--- src/hw/rtl/pidac_pkg.sv ---
// Shared types, constants and helpers of the per-axis PID controller.
package pidac_pkg;

    localparam int AXES_DEF   = 3;
    localparam int GAIN_SLOTS = 3;
    localparam int AXIS_W     = 2;
    localparam int ERR_W      = 20;
    localparam int GAIN_W     = 16;
    localparam int DRIVE_W    = 15;
    localparam int INT_W      = 32;
    localparam int LAST_W     = 16;
    localparam int OLIM_W     = 14;
    localparam int LP_W       = 24;
    localparam int CFG_W      = 48;
    localparam int PDATA_W    = 64;
    localparam int PADDR_W    = 6;
    localparam int REG_LSB    = 3;

    localparam logic [OLIM_W-1:0] DRIVE_MAX = 14'd16383;

    // Shared multiplier and internal widths.
    localparam int MUL_A_W = 40;
    localparam int MUL_B_W = 17;
    localparam int MUL_P_W = MUL_A_W + MUL_B_W;
    localparam int S_W     = 23;
    localparam int ACC_W   = 43;
    localparam int SUM_W   = 56;
    localparam int PROD_W  = 64;

    // Constant divider: a few quotient bits per cycle, narrow remainder.
    localparam int DIV_W     = 44;
    localparam int DIV_BITS  = 4;
    localparam int DIV_STEPS = DIV_W / DIV_BITS;
    localparam int DIV_CNT_W = $clog2(DIV_STEPS);
    localparam int REM_W     = 6;

    localparam logic [REM_W-1:0] DECAY_DEN = 6'd50;
    localparam logic [REM_W-1:0] INC_DEN   = 6'd6;
    localparam logic [6:0]       DECAY_NUM = 7'd49;

    localparam int LP_SPLIT   = 12;
    localparam int INC_SHIFT  = 20;
    localparam int ILIM_SHIFT = 14;
    localparam int P_SHIFT    = 13;
    localparam int I_SHIFT    = 9;
    localparam int OUT_SHIFT  = 23;

    localparam logic [CFG_W-1:0] KP_RST   = 48'd8796117205361;
    localparam logic [CFG_W-1:0] KI_RST   = 48'd5278675896730;
    localparam logic [CFG_W-1:0] KD_RST   = 48'd161089946;
    localparam logic [CFG_W-1:0] OLIM_RST = 48'd35185231082291;
    localparam logic [CFG_W-1:0] ILIM_RST = 48'd35185231082291;
    localparam logic [LP_W-1:0]  LP_RST   = 24'd16777;
    localparam logic [15:0]      DTF_RST  = 16'd13107;

    typedef enum logic [2:0] {
        REG_KP, REG_KI, REG_KD, REG_OLIM, REG_ILIM, REG_LP, REG_DTF
    } reg_idx_t;

    typedef struct packed {
        logic [CFG_W-1:0] kp;
        logic [CFG_W-1:0] ki;
        logic [CFG_W-1:0] kd;
        logic [CFG_W-1:0] olim;
        logic [CFG_W-1:0] ilim;
        logic [LP_W-1:0]  lp;
        logic [15:0]      dtf;
    } cfg_t;

    typedef enum logic [3:0] {
        S_IDLE, S_PREP, S_DEC_DIV, S_DEC_END, S_MUL_SK, S_MUL_LO, S_MUL_HI,
        S_INC_START, S_INC_DIV, S_INC_END, S_MUL_P, S_MUL_D1, S_MUL_D2,
        S_SUM, S_FINISH
    } ctl_state_t;

    typedef enum logic [3:0] {
        OP_NONE, OP_LOAD, OP_DECAY_START, OP_DIV_STEP, OP_DECAY_END,
        OP_MUL_SK, OP_MUL_LO, OP_MUL_HI, OP_INC_START, OP_INC_END,
        OP_MUL_P, OP_MUL_D1, OP_MUL_D2, OP_SUM, OP_FINISH
    } op_t;

    typedef struct packed {
        logic axis_ok;
        logic ground;
        logic hold;
        logic div_last;
        logic out_full;
    } status_t;

    function automatic logic [GAIN_W-1:0] slot16(input logic [CFG_W-1:0] r,
                                                 input logic [AXIS_W-1:0] a);
        logic [CFG_W-1:0] sh;
        sh = r >> (GAIN_W * int'(a));
        return sh[GAIN_W-1:0];
    endfunction

endpackage

--- src/hw/rtl/pidac_if.sv ---
// Valid/ready channel interfaces for the sample and result words.
interface pidac_in_if;
    logic               valid;
    logic               ready;
    logic [1:0]         axis;
    logic signed [19:0] rate_error;
    logic signed [19:0] gyro_rate;
    logic               on_ground;

    modport source (output valid, axis, rate_error, gyro_rate, on_ground, input ready);
    modport sink (input valid, axis, rate_error, gyro_rate, on_ground, output ready);
endinterface

interface pidac_out_if;
    logic               valid;
    logic               ready;
    logic signed [14:0] drive;
    logic [1:0]         axis_out;
    logic               windup_hold;

    modport source (output valid, drive, axis_out, windup_hold, input ready);
    modport sink (input valid, drive, axis_out, windup_hold, output ready);
endinterface

--- src/hw/rtl/pidac_ctrl.sv ---
// Sequencer that steps the PID datapath through one sample.
module pidac_ctrl
    import pidac_pkg::*;
(
    input  logic    clk,
    input  logic    rst_n,
    input  logic    in_valid,
    output logic    in_ready,
    input  status_t status,
    output op_t     op
);

    ctl_state_t state_reg, state_next;

    always_ff @(posedge clk or negedge rst_n)
    begin
        if (!rst_n)
        begin
            state_reg <= S_IDLE;
        end
        else
        begin
            state_reg <= state_next;
        end
    end

    always_comb
    begin
        state_next = state_reg;
        case (state_reg)
            S_IDLE:
            begin
                if (in_valid)
                begin
                    state_next = S_PREP;
                end
            end
            S_PREP:
            begin
                if (!status.axis_ok)
                begin
                    state_next = S_FINISH;
                end
                else if (status.ground)
                begin
                    state_next = S_DEC_DIV;
                end
                else if (status.hold)
                begin
                    state_next = S_INC_END;
                end
                else
                begin
                    state_next = S_MUL_SK;
                end
            end
            S_DEC_DIV:
            begin
                if (status.div_last)
                begin
                    state_next = S_DEC_END;
                end
            end
            S_DEC_END:   state_next = status.hold ? S_INC_END : S_MUL_SK;
            S_MUL_SK:    state_next = S_MUL_LO;
            S_MUL_LO:    state_next = S_MUL_HI;
            S_MUL_HI:    state_next = S_INC_START;
            S_INC_START: state_next = S_INC_DIV;
            S_INC_DIV:
            begin
                if (status.div_last)
                begin
                    state_next = S_INC_END;
                end
            end
            S_INC_END:   state_next = S_MUL_P;
            S_MUL_P:     state_next = S_MUL_D1;
            S_MUL_D1:    state_next = S_MUL_D2;
            S_MUL_D2:    state_next = S_SUM;
            S_SUM:       state_next = S_FINISH;
            S_FINISH:
            begin
                if (!status.out_full)
                begin
                    state_next = S_IDLE;
                end
            end
            default:     state_next = S_IDLE;
        endcase
    end

    always_comb
    begin
        op       = OP_NONE;
        in_ready = 1'b0;
        case (state_reg)
            S_IDLE:
            begin
                in_ready = 1'b1;
                if (in_valid)
                begin
                    op = OP_LOAD;
                end
            end
            S_PREP:
            begin
                if (status.axis_ok && status.ground)
                begin
                    op = OP_DECAY_START;
                end
            end
            S_DEC_DIV:   op = OP_DIV_STEP;
            S_DEC_END:   op = OP_DECAY_END;
            S_MUL_SK:    op = OP_MUL_SK;
            S_MUL_LO:    op = OP_MUL_LO;
            S_MUL_HI:    op = OP_MUL_HI;
            S_INC_START: op = OP_INC_START;
            S_INC_DIV:   op = OP_DIV_STEP;
            S_INC_END:   op = OP_INC_END;
            S_MUL_P:     op = OP_MUL_P;
            S_MUL_D1:    op = OP_MUL_D1;
            S_MUL_D2:    op = OP_MUL_D2;
            S_SUM:       op = OP_SUM;
            S_FINISH:
            begin
                if (!status.out_full)
                begin
                    op = OP_FINISH;
                end
            end
            default:     op = OP_NONE;
        endcase
    end

endmodule

--- src/hw/rtl/pidac_datapath.sv ---
// PID datapath: per-axis history, shared multiplier, constant divider, output register.
module pidac_datapath
    import pidac_pkg::*;
#(
    parameter int AXES = AXES_DEF
)
(
    input  logic                      clk,
    input  logic                      rst_n,
    input  op_t                       op,
    input  cfg_t                      cfg,
    input  logic [AXIS_W-1:0]         axis,
    input  logic signed [ERR_W-1:0]   rate_error,
    input  logic signed [ERR_W-1:0]   gyro_rate,
    input  logic                      on_ground,
    input  logic                      out_ready,
    output status_t                   status,
    output logic                      out_valid,
    output logic signed [DRIVE_W-1:0] drive,
    output logic [AXIS_W-1:0]         axis_out,
    output logic                      windup_hold
);

    localparam int AW = (AXES > 1) ? $clog2(AXES) : 1;

    // Per-axis state.
    logic signed [INT_W-1:0]  integral_reg [AXES];
    logic signed [ERR_W-1:0]  e1_mem_reg   [AXES];
    logic signed [ERR_W-1:0]  e2_mem_reg   [AXES];
    logic signed [ERR_W-1:0]  g1_mem_reg   [AXES];
    logic signed [ERR_W-1:0]  g2_mem_reg   [AXES];
    logic signed [LAST_W-1:0] last_reg     [AXES];

    // Working registers of the current sample.
    logic [AXIS_W-1:0]        axis_reg;
    logic                     ok_reg, ground_reg, hold_reg;
    logic signed [ERR_W-1:0]  e_reg, g_reg, e1_reg, e2_reg, g1_reg, g2_reg;
    logic [GAIN_W-1:0]        kp_reg, ki_reg, kd_reg, ilim_reg;
    logic [OLIM_W-1:0]        olim_reg;
    logic signed [ACC_W-1:0]  acc_reg;
    logic signed [MUL_A_W-1:0] p1_reg;
    logic signed [MUL_P_W-1:0] lo_reg, hi_reg;
    logic signed [MUL_A_W-1:0] pterm_reg, d1_reg;
    logic signed [MUL_P_W-1:0] dterm_reg;
    logic signed [SUM_W-1:0]  sum_reg;

    // Divider registers.
    logic [DIV_W-1:0]     div_q_reg;
    logic [REM_W-1:0]     div_rem_reg, div_d_reg;
    logic [DIV_CNT_W-1:0] div_cnt_reg;
    logic                 div_neg_reg;

    // Output register.
    logic                      out_valid_reg;
    logic signed [DRIVE_W-1:0] drive_reg;
    logic [AXIS_W-1:0]         axis_out_reg;
    logic                      hold_out_reg;

    // Load-time view of the addressed axis.
    logic [AW-1:0]            in_idx, idx;
    logic                     in_ok;
    logic [GAIN_W-1:0]        olim_raw;
    logic [OLIM_W-1:0]        olim_in;
    logic signed [LAST_W:0]   last_in, olim_pos;
    logic                     hold_in;

    assign in_idx   = AW'(axis);
    assign idx      = AW'(axis_reg);
    assign in_ok    = (32'(axis) < 32'(AXES)) && (32'(axis) < 32'(GAIN_SLOTS));
    assign olim_raw = slot16(cfg.olim, axis);
    assign olim_in  = (olim_raw > GAIN_W'(DRIVE_MAX)) ? DRIVE_MAX : olim_raw[OLIM_W-1:0];
    assign last_in  = in_ok ? (LAST_W + 1)'(last_reg[in_idx]) : '0;
    assign olim_pos = $signed({3'b000, olim_in});
    assign hold_in  = in_ok && (((last_in == olim_pos) && (rate_error > 0)) ||
                                ((last_in == -olim_pos) && (rate_error < 0)));

    // Shared multiplier operands.
    logic signed [S_W-1:0]     s_sum;
    logic signed [ERR_W:0]     g_diff;
    logic signed [MUL_A_W-1:0] mul_a;
    logic signed [MUL_B_W-1:0] mul_b;
    logic signed [MUL_P_W-1:0] mul_p;

    assign s_sum  = S_W'(e2_reg) + (S_W'(e1_reg) <<< 2) + S_W'(e_reg);
    assign g_diff = (ERR_W + 1)'(g_reg) - (ERR_W + 1)'(g2_reg);

    always_comb
    begin
        mul_a = '0;
        mul_b = '0;
        case (op)
            OP_MUL_SK:
            begin
                mul_a = MUL_A_W'(s_sum);
                mul_b = $signed({1'b0, ki_reg});
            end
            OP_MUL_LO:
            begin
                mul_a = p1_reg;
                mul_b = $signed(MUL_B_W'(cfg.lp[LP_SPLIT-1:0]));
            end
            OP_MUL_HI:
            begin
                mul_a = p1_reg;
                mul_b = $signed(MUL_B_W'(cfg.lp[LP_W-1:LP_SPLIT]));
            end
            OP_MUL_P:
            begin
                mul_a = MUL_A_W'(e_reg);
                mul_b = $signed({1'b0, kp_reg});
            end
            OP_MUL_D1:
            begin
                mul_a = MUL_A_W'(g_diff);
                mul_b = $signed({1'b0, kd_reg});
            end
            OP_MUL_D2:
            begin
                mul_a = d1_reg;
                mul_b = $signed({1'b0, cfg.dtf});
            end
            default:
            begin
                mul_a = '0;
                mul_b = '0;
            end
        endcase
    end

    assign mul_p = mul_a * mul_b;

    // Divider: DIV_BITS restoring steps per cycle on a remainder below the divisor.
    logic [DIV_W-1:0] step_q;
    logic [REM_W-1:0] step_rem;
    logic [REM_W:0]   trial;

    always_comb
    begin
        step_q   = div_q_reg;
        step_rem = div_rem_reg;
        trial    = '0;
        for (int i = 0; i < DIV_BITS; i++)
        begin
            trial  = {step_rem, step_q[DIV_W-1]};
            step_q = step_q << 1;
            if (trial >= {1'b0, div_d_reg})
            begin
                trial     = trial - {1'b0, div_d_reg};
                step_q[0] = 1'b1;
            end
            step_rem = trial[REM_W-1:0];
        end
    end

    // Signed quotient, decay dividend and integral increment dividend.
    logic signed [ACC_W-1:0]  q_mag, q_signed;
    logic signed [ACC_W-1:0]  acc_abs;
    logic signed [PROD_W-1:0] prod, prod_abs;

    assign q_mag    = $signed(ACC_W'(div_q_reg));
    assign q_signed = div_neg_reg ? -q_mag : q_mag;
    assign acc_abs  = (acc_reg < 0) ? -acc_reg : acc_reg;
    assign prod     = PROD_W'(lo_reg) + (PROD_W'(hi_reg) <<< LP_SPLIT);
    assign prod_abs = (prod < 0) ? -prod : prod;

    // Integral update and clamp.
    logic signed [ACC_W-1:0] acc_sum, ilim_pos, acc_clamp;

    assign acc_sum  = acc_reg + (hold_reg ? '0 : q_signed);
    assign ilim_pos = $signed(ACC_W'({ilim_reg, {ILIM_SHIFT{1'b0}}}));
    assign acc_clamp = (acc_sum > ilim_pos) ? ilim_pos :
                       (acc_sum < -ilim_pos) ? -ilim_pos : acc_sum;

    // Output clamp; the arithmetic shift rounds toward minus infinity.
    logic signed [SUM_W-1:0]   olim_sum, sum_clamp, sum_shift;
    logic signed [DRIVE_W-1:0] drive_new;

    assign olim_sum  = $signed(SUM_W'({olim_reg, {OUT_SHIFT{1'b0}}}));
    assign sum_clamp = (sum_reg > olim_sum) ? olim_sum :
                       (sum_reg < -olim_sum) ? -olim_sum : sum_reg;
    assign sum_shift = sum_clamp >>> OUT_SHIFT;
    assign drive_new = ok_reg ? DRIVE_W'(sum_shift) : '0;

    // Payload registers.
    always_ff @(posedge clk)
    begin
        case (op)
            OP_LOAD:
            begin
                axis_reg   <= axis;
                ok_reg     <= in_ok;
                ground_reg <= on_ground;
                hold_reg   <= hold_in;
                e_reg      <= rate_error;
                g_reg      <= gyro_rate;
                e1_reg     <= in_ok ? e1_mem_reg[in_idx] : '0;
                e2_reg     <= in_ok ? e2_mem_reg[in_idx] : '0;
                g1_reg     <= in_ok ? g1_mem_reg[in_idx] : '0;
                g2_reg     <= in_ok ? g2_mem_reg[in_idx] : '0;
                acc_reg    <= in_ok ? ACC_W'(integral_reg[in_idx]) : '0;
                kp_reg     <= slot16(cfg.kp, axis);
                ki_reg     <= slot16(cfg.ki, axis);
                kd_reg     <= slot16(cfg.kd, axis);
                ilim_reg   <= slot16(cfg.ilim, axis);
                olim_reg   <= olim_in;
            end
            OP_DECAY_START:
            begin
                div_q_reg   <= DIV_W'(acc_abs) * DIV_W'(DECAY_NUM);
                div_neg_reg <= acc_reg < 0;
                div_d_reg   <= DECAY_DEN;
                div_rem_reg <= '0;
            end
            OP_DIV_STEP:
            begin
                div_q_reg   <= step_q;
                div_rem_reg <= step_rem;
            end
            OP_DECAY_END: acc_reg <= q_signed;
            OP_MUL_SK:    p1_reg  <= MUL_A_W'(mul_p);
            OP_MUL_LO:    lo_reg  <= mul_p;
            OP_MUL_HI:    hi_reg  <= mul_p;
            OP_INC_START:
            begin
                div_q_reg   <= DIV_W'(prod_abs >>> INC_SHIFT);
                div_neg_reg <= prod < 0;
                div_d_reg   <= INC_DEN;
                div_rem_reg <= '0;
            end
            OP_INC_END:   acc_reg   <= acc_clamp;
            OP_MUL_P:     pterm_reg <= MUL_A_W'(mul_p);
            OP_MUL_D1:    d1_reg    <= MUL_A_W'(mul_p);
            OP_MUL_D2:    dterm_reg <= mul_p;
            OP_SUM:
            begin
                sum_reg <= (SUM_W'(pterm_reg) <<< P_SHIFT)
                         + (SUM_W'(acc_reg) <<< I_SHIFT)
                         - SUM_W'(dterm_reg);
            end
            OP_FINISH:
            begin
                drive_reg    <= drive_new;
                axis_out_reg <= axis_reg;
                hold_out_reg <= ok_reg && hold_reg;
            end
            default:
            begin
            end
        endcase
    end

    // Divider step count.
    always_ff @(posedge clk or negedge rst_n)
    begin
        if (!rst_n)
        begin
            div_cnt_reg <= '0;
        end
        else if (op == OP_DECAY_START || op == OP_INC_START)
        begin
            div_cnt_reg <= '0;
        end
        else if (op == OP_DIV_STEP)
        begin
            div_cnt_reg <= div_cnt_reg + 1'b1;
        end
    end

    // Per-axis history, written back when a sample finishes.
    always_ff @(posedge clk or negedge rst_n)
    begin
        if (!rst_n)
        begin
            for (int a = 0; a < AXES; a++)
            begin
                integral_reg[a] <= '0;
                e1_mem_reg[a]   <= '0;
                e2_mem_reg[a]   <= '0;
                g1_mem_reg[a]   <= '0;
                g2_mem_reg[a]   <= '0;
                last_reg[a]     <= '0;
            end
        end
        else if (op == OP_FINISH && ok_reg)
        begin
            integral_reg[idx] <= INT_W'(acc_reg);
            g2_mem_reg[idx]   <= g1_reg;
            g1_mem_reg[idx]   <= g_reg;
            last_reg[idx]     <= LAST_W'(drive_new);
            if (!hold_reg)
            begin
                e2_mem_reg[idx] <= e1_reg;
                e1_mem_reg[idx] <= e_reg;
            end
        end
    end

    // Output word handshake.
    always_ff @(posedge clk or negedge rst_n)
    begin
        if (!rst_n)
        begin
            out_valid_reg <= 1'b0;
        end
        else if (op == OP_FINISH)
        begin
            out_valid_reg <= 1'b1;
        end
        else if (out_ready)
        begin
            out_valid_reg <= 1'b0;
        end
    end

    assign status.axis_ok  = ok_reg;
    assign status.ground   = ground_reg;
    assign status.hold     = hold_reg;
    assign status.div_last = div_cnt_reg == DIV_CNT_W'(DIV_STEPS - 1);
    assign status.out_full = out_valid_reg && !out_ready;

    assign out_valid   = out_valid_reg;
    assign drive       = drive_reg;
    assign axis_out    = axis_out_reg;
    assign windup_hold = hold_out_reg;

endmodule

--- src/hw/rtl/pid_axis_controller.sv ---
// Top level of the three-axis PID controller: register port, sequencer and datapath.
//
// One sample word is taken at a time and yields one result word. When on_ground is
// set the integral decays first; when anti-windup holds the integral, the increment is
// skipped; a sample with an axis out of range goes straight to the result register. The
// time a sample takes is set by the constant divider, which produces four quotient bits
// per cycle for the decay and again for the Simpson increment, and by the single shared
// multiplier that forms the six products in turn.
// A finished word sits in the output register while the next sample is accepted.
// Registers lie at byte address 8*i on the 64-bit configuration port; write them only
// while the block is idle.
module pid_axis_controller
    import pidac_pkg::*;
#(
    parameter int AXES = AXES_DEF
)
(
    input  logic               clk,
    input  logic               rst_n,
    pidac_in_if.sink           sample,
    pidac_out_if.source        result,
    input  logic               psel,
    input  logic               penable,
    input  logic               pwrite,
    input  logic [PADDR_W-1:0] paddr,
    input  logic [PDATA_W-1:0] pwdata,
    output logic [PDATA_W-1:0] prdata,
    output logic               pready
);

    logic [CFG_W-1:0] kp_reg, ki_reg, kd_reg, olim_reg, ilim_reg;
    logic [LP_W-1:0]  lp_reg;
    logic [15:0]      dtf_reg;
    reg_idx_t         reg_idx;
    logic             wr_en;
    cfg_t             cfg;
    status_t          status;
    op_t              op;

    assign pready  = 1'b1;
    assign reg_idx = reg_idx_t'(paddr[PADDR_W-1:REG_LSB]);
    assign wr_en   = psel && penable && pwrite;

    always_ff @(posedge clk or negedge rst_n)
    begin
        if (!rst_n)
        begin
            kp_reg   <= KP_RST;
            ki_reg   <= KI_RST;
            kd_reg   <= KD_RST;
            olim_reg <= OLIM_RST;
            ilim_reg <= ILIM_RST;
            lp_reg   <= LP_RST;
            dtf_reg  <= DTF_RST;
        end
        else if (wr_en)
        begin
            case (reg_idx)
                REG_KP:   kp_reg   <= pwdata[CFG_W-1:0];
                REG_KI:   ki_reg   <= pwdata[CFG_W-1:0];
                REG_KD:   kd_reg   <= pwdata[CFG_W-1:0];
                REG_OLIM: olim_reg <= pwdata[CFG_W-1:0];
                REG_ILIM: ilim_reg <= pwdata[CFG_W-1:0];
                REG_LP:   lp_reg   <= pwdata[LP_W-1:0];
                REG_DTF:  dtf_reg  <= pwdata[15:0];
                default:
                begin
                end
            endcase
        end
    end

    always_comb
    begin
        case (reg_idx)
            REG_KP:   prdata = PDATA_W'(kp_reg);
            REG_KI:   prdata = PDATA_W'(ki_reg);
            REG_KD:   prdata = PDATA_W'(kd_reg);
            REG_OLIM: prdata = PDATA_W'(olim_reg);
            REG_ILIM: prdata = PDATA_W'(ilim_reg);
            REG_LP:   prdata = PDATA_W'(lp_reg);
            REG_DTF:  prdata = PDATA_W'(dtf_reg);
            default:  prdata = '0;
        endcase
    end

    assign cfg.kp   = kp_reg;
    assign cfg.ki   = ki_reg;
    assign cfg.kd   = kd_reg;
    assign cfg.olim = olim_reg;
    assign cfg.ilim = ilim_reg;
    assign cfg.lp   = lp_reg;
    assign cfg.dtf  = dtf_reg;

    pidac_ctrl u_ctrl (
        .clk      (clk),
        .rst_n    (rst_n),
        .in_valid (sample.valid),
        .in_ready (sample.ready),
        .status   (status),
        .op       (op)
    );

    pidac_datapath #(
        .AXES (AXES)
    ) u_datapath (
        .clk         (clk),
        .rst_n       (rst_n),
        .op          (op),
        .cfg         (cfg),
        .axis        (sample.axis),
        .rate_error  (sample.rate_error),
        .gyro_rate   (sample.gyro_rate),
        .on_ground   (sample.on_ground),
        .out_ready   (result.ready),
        .status      (status),
        .out_valid   (result.valid),
        .drive       (result.drive),
        .axis_out    (result.axis_out),
        .windup_hold (result.windup_hold)
    );

endmodule

--- src/flat_wrapper.sv ---
// flat-port wrapper written by rule: the top's interface ports become plain ports
module pid_axis_controller_flat import pidac_pkg::*;
#(
    parameter int AXES = AXES_DEF
)
  (clk, rst_n, psel, penable, pwrite, paddr, pwdata, prdata, pready, sample_valid, sample_axis, sample_rate_error, sample_gyro_rate, sample_on_ground, sample_ready, result_valid, result_drive, result_axis_out, result_windup_hold, result_ready);
  pidac_in_if sample_i ();
  pidac_out_if result_i ();
  input  logic clk;
  input  logic rst_n;
  input  logic psel;
  input  logic penable;
  input  logic pwrite;
  input  logic [PADDR_W-1:0] paddr;
  input  logic [PDATA_W-1:0] pwdata;
  output logic [PDATA_W-1:0] prdata;
  output logic pready;
  input wire logic [$bits(sample_i.valid)-1:0] sample_valid;
  input wire logic [$bits(sample_i.axis)-1:0] sample_axis;
  input wire logic [$bits(sample_i.rate_error)-1:0] sample_rate_error;
  input wire logic [$bits(sample_i.gyro_rate)-1:0] sample_gyro_rate;
  input wire logic [$bits(sample_i.on_ground)-1:0] sample_on_ground;
  output wire logic [$bits(sample_i.ready)-1:0] sample_ready;
  output wire logic [$bits(result_i.valid)-1:0] result_valid;
  output wire logic [$bits(result_i.drive)-1:0] result_drive;
  output wire logic [$bits(result_i.axis_out)-1:0] result_axis_out;
  output wire logic [$bits(result_i.windup_hold)-1:0] result_windup_hold;
  input wire logic [$bits(result_i.ready)-1:0] result_ready;
  assign sample_i.valid = sample_valid;
  assign sample_i.axis = sample_axis;
  assign sample_i.rate_error = sample_rate_error;
  assign sample_i.gyro_rate = sample_gyro_rate;
  assign sample_i.on_ground = sample_on_ground;
  assign sample_ready = sample_i.ready;
  assign result_valid = result_i.valid;
  assign result_drive = result_i.drive;
  assign result_axis_out = result_i.axis_out;
  assign result_windup_hold = result_i.windup_hold;
  assign result_i.ready = result_ready;
  pid_axis_controller #(.AXES(AXES)) u_core (.clk(clk), .rst_n(rst_n), .sample(sample_i), .result(result_i), .psel(psel), .penable(penable), .pwrite(pwrite), .paddr(paddr), .pwdata(pwdata), .prdata(prdata), .pready(pready));
endmodule
--- config.mk ---
export PLATFORM = sky130hd
export DESIGN_NAME = pid_axis_controller_flat
export DESIGN_NICKNAME = d
export VERILOG_FILES = /design/src/hw/rtl/pidac_pkg.sv /design/src/hw/rtl/pidac_if.sv /design/src/hw/rtl/pidac_ctrl.sv /design/src/hw/rtl/pidac_datapath.sv /design/src/hw/rtl/pid_axis_controller.sv /design/src/flat_wrapper.sv
export SDC_FILE = /design/constraint.sdc
export NUM_CORES = 2
export LEC_CHECK = 0
export CAP_MARGIN = 0
export CORE_ASPECT_RATIO = 2
export CORE_MARGIN = 2
export CORE_UTILIZATION = 46
export CTS_CLUSTER_DIAMETER = 150
export DETAILED_ROUTE_END_ITERATION = 8
export DONT_BUFFER_PORTS = 1
export PLACE_DENSITY_LB_ADDON = 0.3
export SYNTH_ARGS = -nofsm -noshare
export SYNTH_HDL_FRONTEND = slang
export SYNTH_HIERARCHICAL = 1
export SYNTH_SLANG_ARGS = --single-unit
--- constraint.sdc ---
create_clock -name clk -period 14.9 [get_ports clk]
set_input_delay 0.745 -clock clk [delete_from_list [all_inputs] [get_ports clk]]
set_output_delay 0.745 -clock clk [all_outputs]
set_load 0.1 [all_outputs]
==> flow_results.org <==
** CTS
- After clock tree synthesis, the clock-pin slew on the worst setup and hold paths is 0.07 ns.
- Once the clock tree was built, the setup fixing pass inserted 0 buffers.
- For this design, the sink count on the clock tree is 1,328.
- Max Root-Sink Buffers :: 3
- Clock tree from TritonCTS :: yes
- The number of clock buffers added by TritonCTS is 116.
- CTS placed an instance of sky130_fd_sc_hd__clkbuf_16 at the clock tree root.
- The clock reaches the later pin of the worst-skew pair after 0.82 ns.
- CTS H-Tree Depth :: 3

** Status
- Run status :: complete, but fails checks
- The final reports fail on max-capacitance violations, max-slew violations.

** Synth
- Ranking of synthesized cells by area :: sky130_fd_sc_hd__edfxtp_1, sky130_fd_sc_hd__dfrtp_1, sky130_fd_sc_hd__fa_1
- The cell count after synthesis came out at ~9,800.
- Of all cell types, the one taking the most synthesized area is sky130_fd_sc_hd__edfxtp_1.
- Top FF cell, synth :: sky130_fd_sc_hd__edfxtp_1
- The share of the Yosys chip area taken by registers is 36.6%.
- Counting flops with a built-in enable in the synthesized netlist gives 658.
- Fraction of registers with async set or reset after synthesis :: 50.5%
- Number of unique standard cell types used by synthesis :: approximately 130
- Each instance of the synthesized netlist takes up on average 10.3 um^2.
- #FFs+latches synth :: 1,328
- Yosys synthesis warning count :: 6
- The top cell type by area accounts for between 10% and 20% of the synthesized area.
- Netlist area before placement :: 100,000 um^2

** Floorplanning
- Horiz. Die Dim :: 334 um
- For this configuration, the core starts out at a cell density of 46.1%.
- Row cnt :: 242
- The floorplan step set the die height to 663 um.
- Core outline area :: about 220,000 um^2
- Num ports :: 205
- The die covers 221,000 um^2.

** Final layout
- Sequential cell area :: 36,600 um^2
- Footprint of the multi-input gates :: 57,400 um^2
- Compared with the post-synthesis result, the final layout area differs by 7.62%.
- Summing all non-filler instances in the final layout gives an area of 108,000 um^2.
- Fillcell total :: 19,800
- The register with the most flip-flops in the layout has 96 of them.
- Top library cells by usage in the layout, fill and taps aside :: sky130_fd_sc_hd__inv_1, sky130_fd_sc_hd__nand2_1, sky130_fd_sc_hd__fa_1
- Post-layout net count :: 11,000
- Cells with a size suffix above 1 make up 12.0% of the layout.
- The library cell used most frequently in the layout, excluding fill and tap cells, is sky130_fd_sc_hd__inv_1.

** Timing
- Worst Clk Skew :: 0.121 ns
- The final count of hold timing violations is 0.
- Derived from the worst setup path, the maximum achievable clock frequency is 76.5 MHz.
- Final-report setup violation count :: 0
- Accumulated negative setup slack :: 0 ns
- The worst path uses 87.8% of the clock period.
- The worst pin sits at a relative slew slack of -3.62%.
- At the pin with the least slew margin, the transition time is 1.55 ns.
- Final-report max-slew violation count :: 10
- Setup repair after global routing left no endpoint under its margin.
- Min cycle time layout :: about 13 ns

** Place
- At the end of routability-driven placement, the weighted congestion stood at 1.02.
- The HPWL after detailed placement is 273,000 um.
- Number of port buffers :: 0
- Placement Cell Area :: 103,000 um^2

** Critical path
- In this run the critical register-to-register path is launched from u_core/u_datapath/out_valid.
- Largest fanout on the critical path :: 24
- In this run the worst setup path begins at u_core/u_datapath/out_valid.
- Most prevalent standard cell on the critical path :: sky130_fd_sc_hd__fa_1
- The worst setup path is of the reg -> reg kind.
- Crit end category :: flip-flop
- Library cell contributing the largest single delay on the critical path :: sky130_fd_sc_hd__a21oi_2
- STA classifies the critical path startpoint as a flip-flop.
- STA puts the critical path data arrival time at 13.58 ns.
- The largest single stage delay on the critical path is 1.10 ns.
- Data on the critical path is required at its endpoint by 15.41 ns.

** Drt
- After the first detailed-routing iteration, the DRC count stood at 5,144.
- After detailed routing, the number of remaining DRC violations is 0.
- Via density per instance :: between 5 and 6
- The detail route stage leaves a number of antenna-violating nets equal to 0.
- Total via count in the routed design :: 75,100
- For this block, the routed nets add up to 355,000 um of wire.
- Final routed wire length divided by cell count :: 28.2 um
- The pre-antenna-repair detailed-routing pass consisted of 7 iterations.

** GRT
- For this run the aggregate overflow at the end of global routing stands at 0.
- Largest net degree at the start of global routing :: 603
- The number of global-route vias before repair was 79,400.
- Wire length of the first global-routing pass :: 517,000 um
- For this run, the total global-route usage over all layers was measured as 31.9%.
- Number of antenna violations at the first check in global routing :: 29

** Worst hold path
- The path class of the tightest hold or removal check is in -> reg.
- Worst hold start :: sample_rate_error[1]

** Job
- Max-cap violations in this run came to 2.
routing by layer:
metal / global-route usage [%] / wire length, um / vias to the layer above / part of all wire [%]
met4: 34.1 / 46600 / 8 / 13
met2: 57.0 / 180000 / 2925 / 51
met1: 29.6 / 109000 / 37700 / 31
li1: - / - / 33100 / -
met5: 0 / 57 / - / 0.016
met3: 4.74 / 18200 / 1316 / 5.1
metrics by stage:
step	std cells	worst slack (ns)	hold WS (ns)	util [%]
global route	12600	1.43	0.0200	49.6
CTS	12500	2.10	0.00216	49.5
detailed placement	12300	2.18	0.453	47.7
floorplan	9767	3.66	0.426	-
global placement	12300	2.26	0.435	47.7
finish	12600	1.82	0.0423	49.6
cell type report:
| type | count | area share, % |
|---|---|---|
| diodes | 49 | 0.114 |
| clock buffers | 152 | 2.99 |
| repair buffers | 192 | 1.50 |
| multi-input cells | 6760 | 53.3 |
| flip-flops and latches | 1328 | 34.0 |
| inverters | 1209 | 4.22 |
| well taps | 2806 | 3.26 |
| clock inverters | 70 | 0.558 |
worst paths after layout:
check                                                        to  slack [ns]  cells after the start
min in group asynchronous                    u_core/ilim_reg[4]        0.10                      1
worst min register to register     u_core/u_datapath/sum_reg[0]        0.46                      0
worst min-delay path                 u_core/u_datapath/e_reg[1]        0.04                      0
worst max register to register  u_core/u_datapath/dterm_reg[55]        1.82                     35
max in group asynchronous                      u_core/ki_reg[9]       12.04                      4
worst max-delay path            u_core/u_datapath/dterm_reg[55]        1.82                     35
cell usage after synthesis, types with 145 or more instances:
| cell | n |
|---|---|
| sky130_fd_sc_hd__mux2i_1 | 321 |
| sky130_fd_sc_hd__nor2_1 | 523 |
| sky130_fd_sc_hd__dfrtp_1 | 582 |
| sky130_fd_sc_hd__inv_1 | 1208 |
| sky130_fd_sc_hd__xor2_1 | 150 |
| sky130_fd_sc_hd__a21oi_1 | 354 |
| sky130_fd_sc_hd__mux2_2 | 508 |
| sky130_fd_sc_hd__nand2_1 | 1131 |
| sky130_fd_sc_hd__clkbuf_1 | 329 |
| sky130_fd_sc_hd__xnor2_1 | 270 |
| sky130_fd_sc_hd__edfxtp_1 | 658 |
| sky130_fd_sc_hd__fa_1 | 709 |
| sky130_fd_sc_hd__o21ai_0 | 552 |
| sky130_fd_sc_hd__a21o_1 | 145 |
| sky130_fd_sc_hd__ha_1 | 547 |
worst max-delay path, delay by kind of cell, from the launching register on:
kind | cells | cell delay, ns
buffers and inverters | 6 | 1.21
flip-flops | 1 | 0.92
AO/OA/AOI/OAI | 13 | 4.80
adder cells (fa/ha/maj) | 7 | 3.43
XOR/XNOR | 1 | 0.15
AND/OR/NAND/NOR | 8 | 2.22
logic make-up (layout without fill, tap and decap cells):
group	after synthesis	count (layout)	share of synthesized area [%]
XOR/XNOR	423	423	3.73
buffers and inverters	1679	1623	6.59
multiplexers	850	850	9.24
AND/OR/NAND/NOR	2386	2386	10.8
other	2	66	0.00751
adder cells (fa/ha/maj)	1256	1256	21.0
flip-flops	1328	1328	36.6
AO/OA/AOI/OAI	1828	1828	11.9
repair_timing:
item	CTS	global route
resized for setup	0	0
endpoints found under the hold margin	605	69
hold buffers	5	1
Power is not shown: default switching activity piles up to over one toggle a cycle in this logic, so the estimate is an artifact.
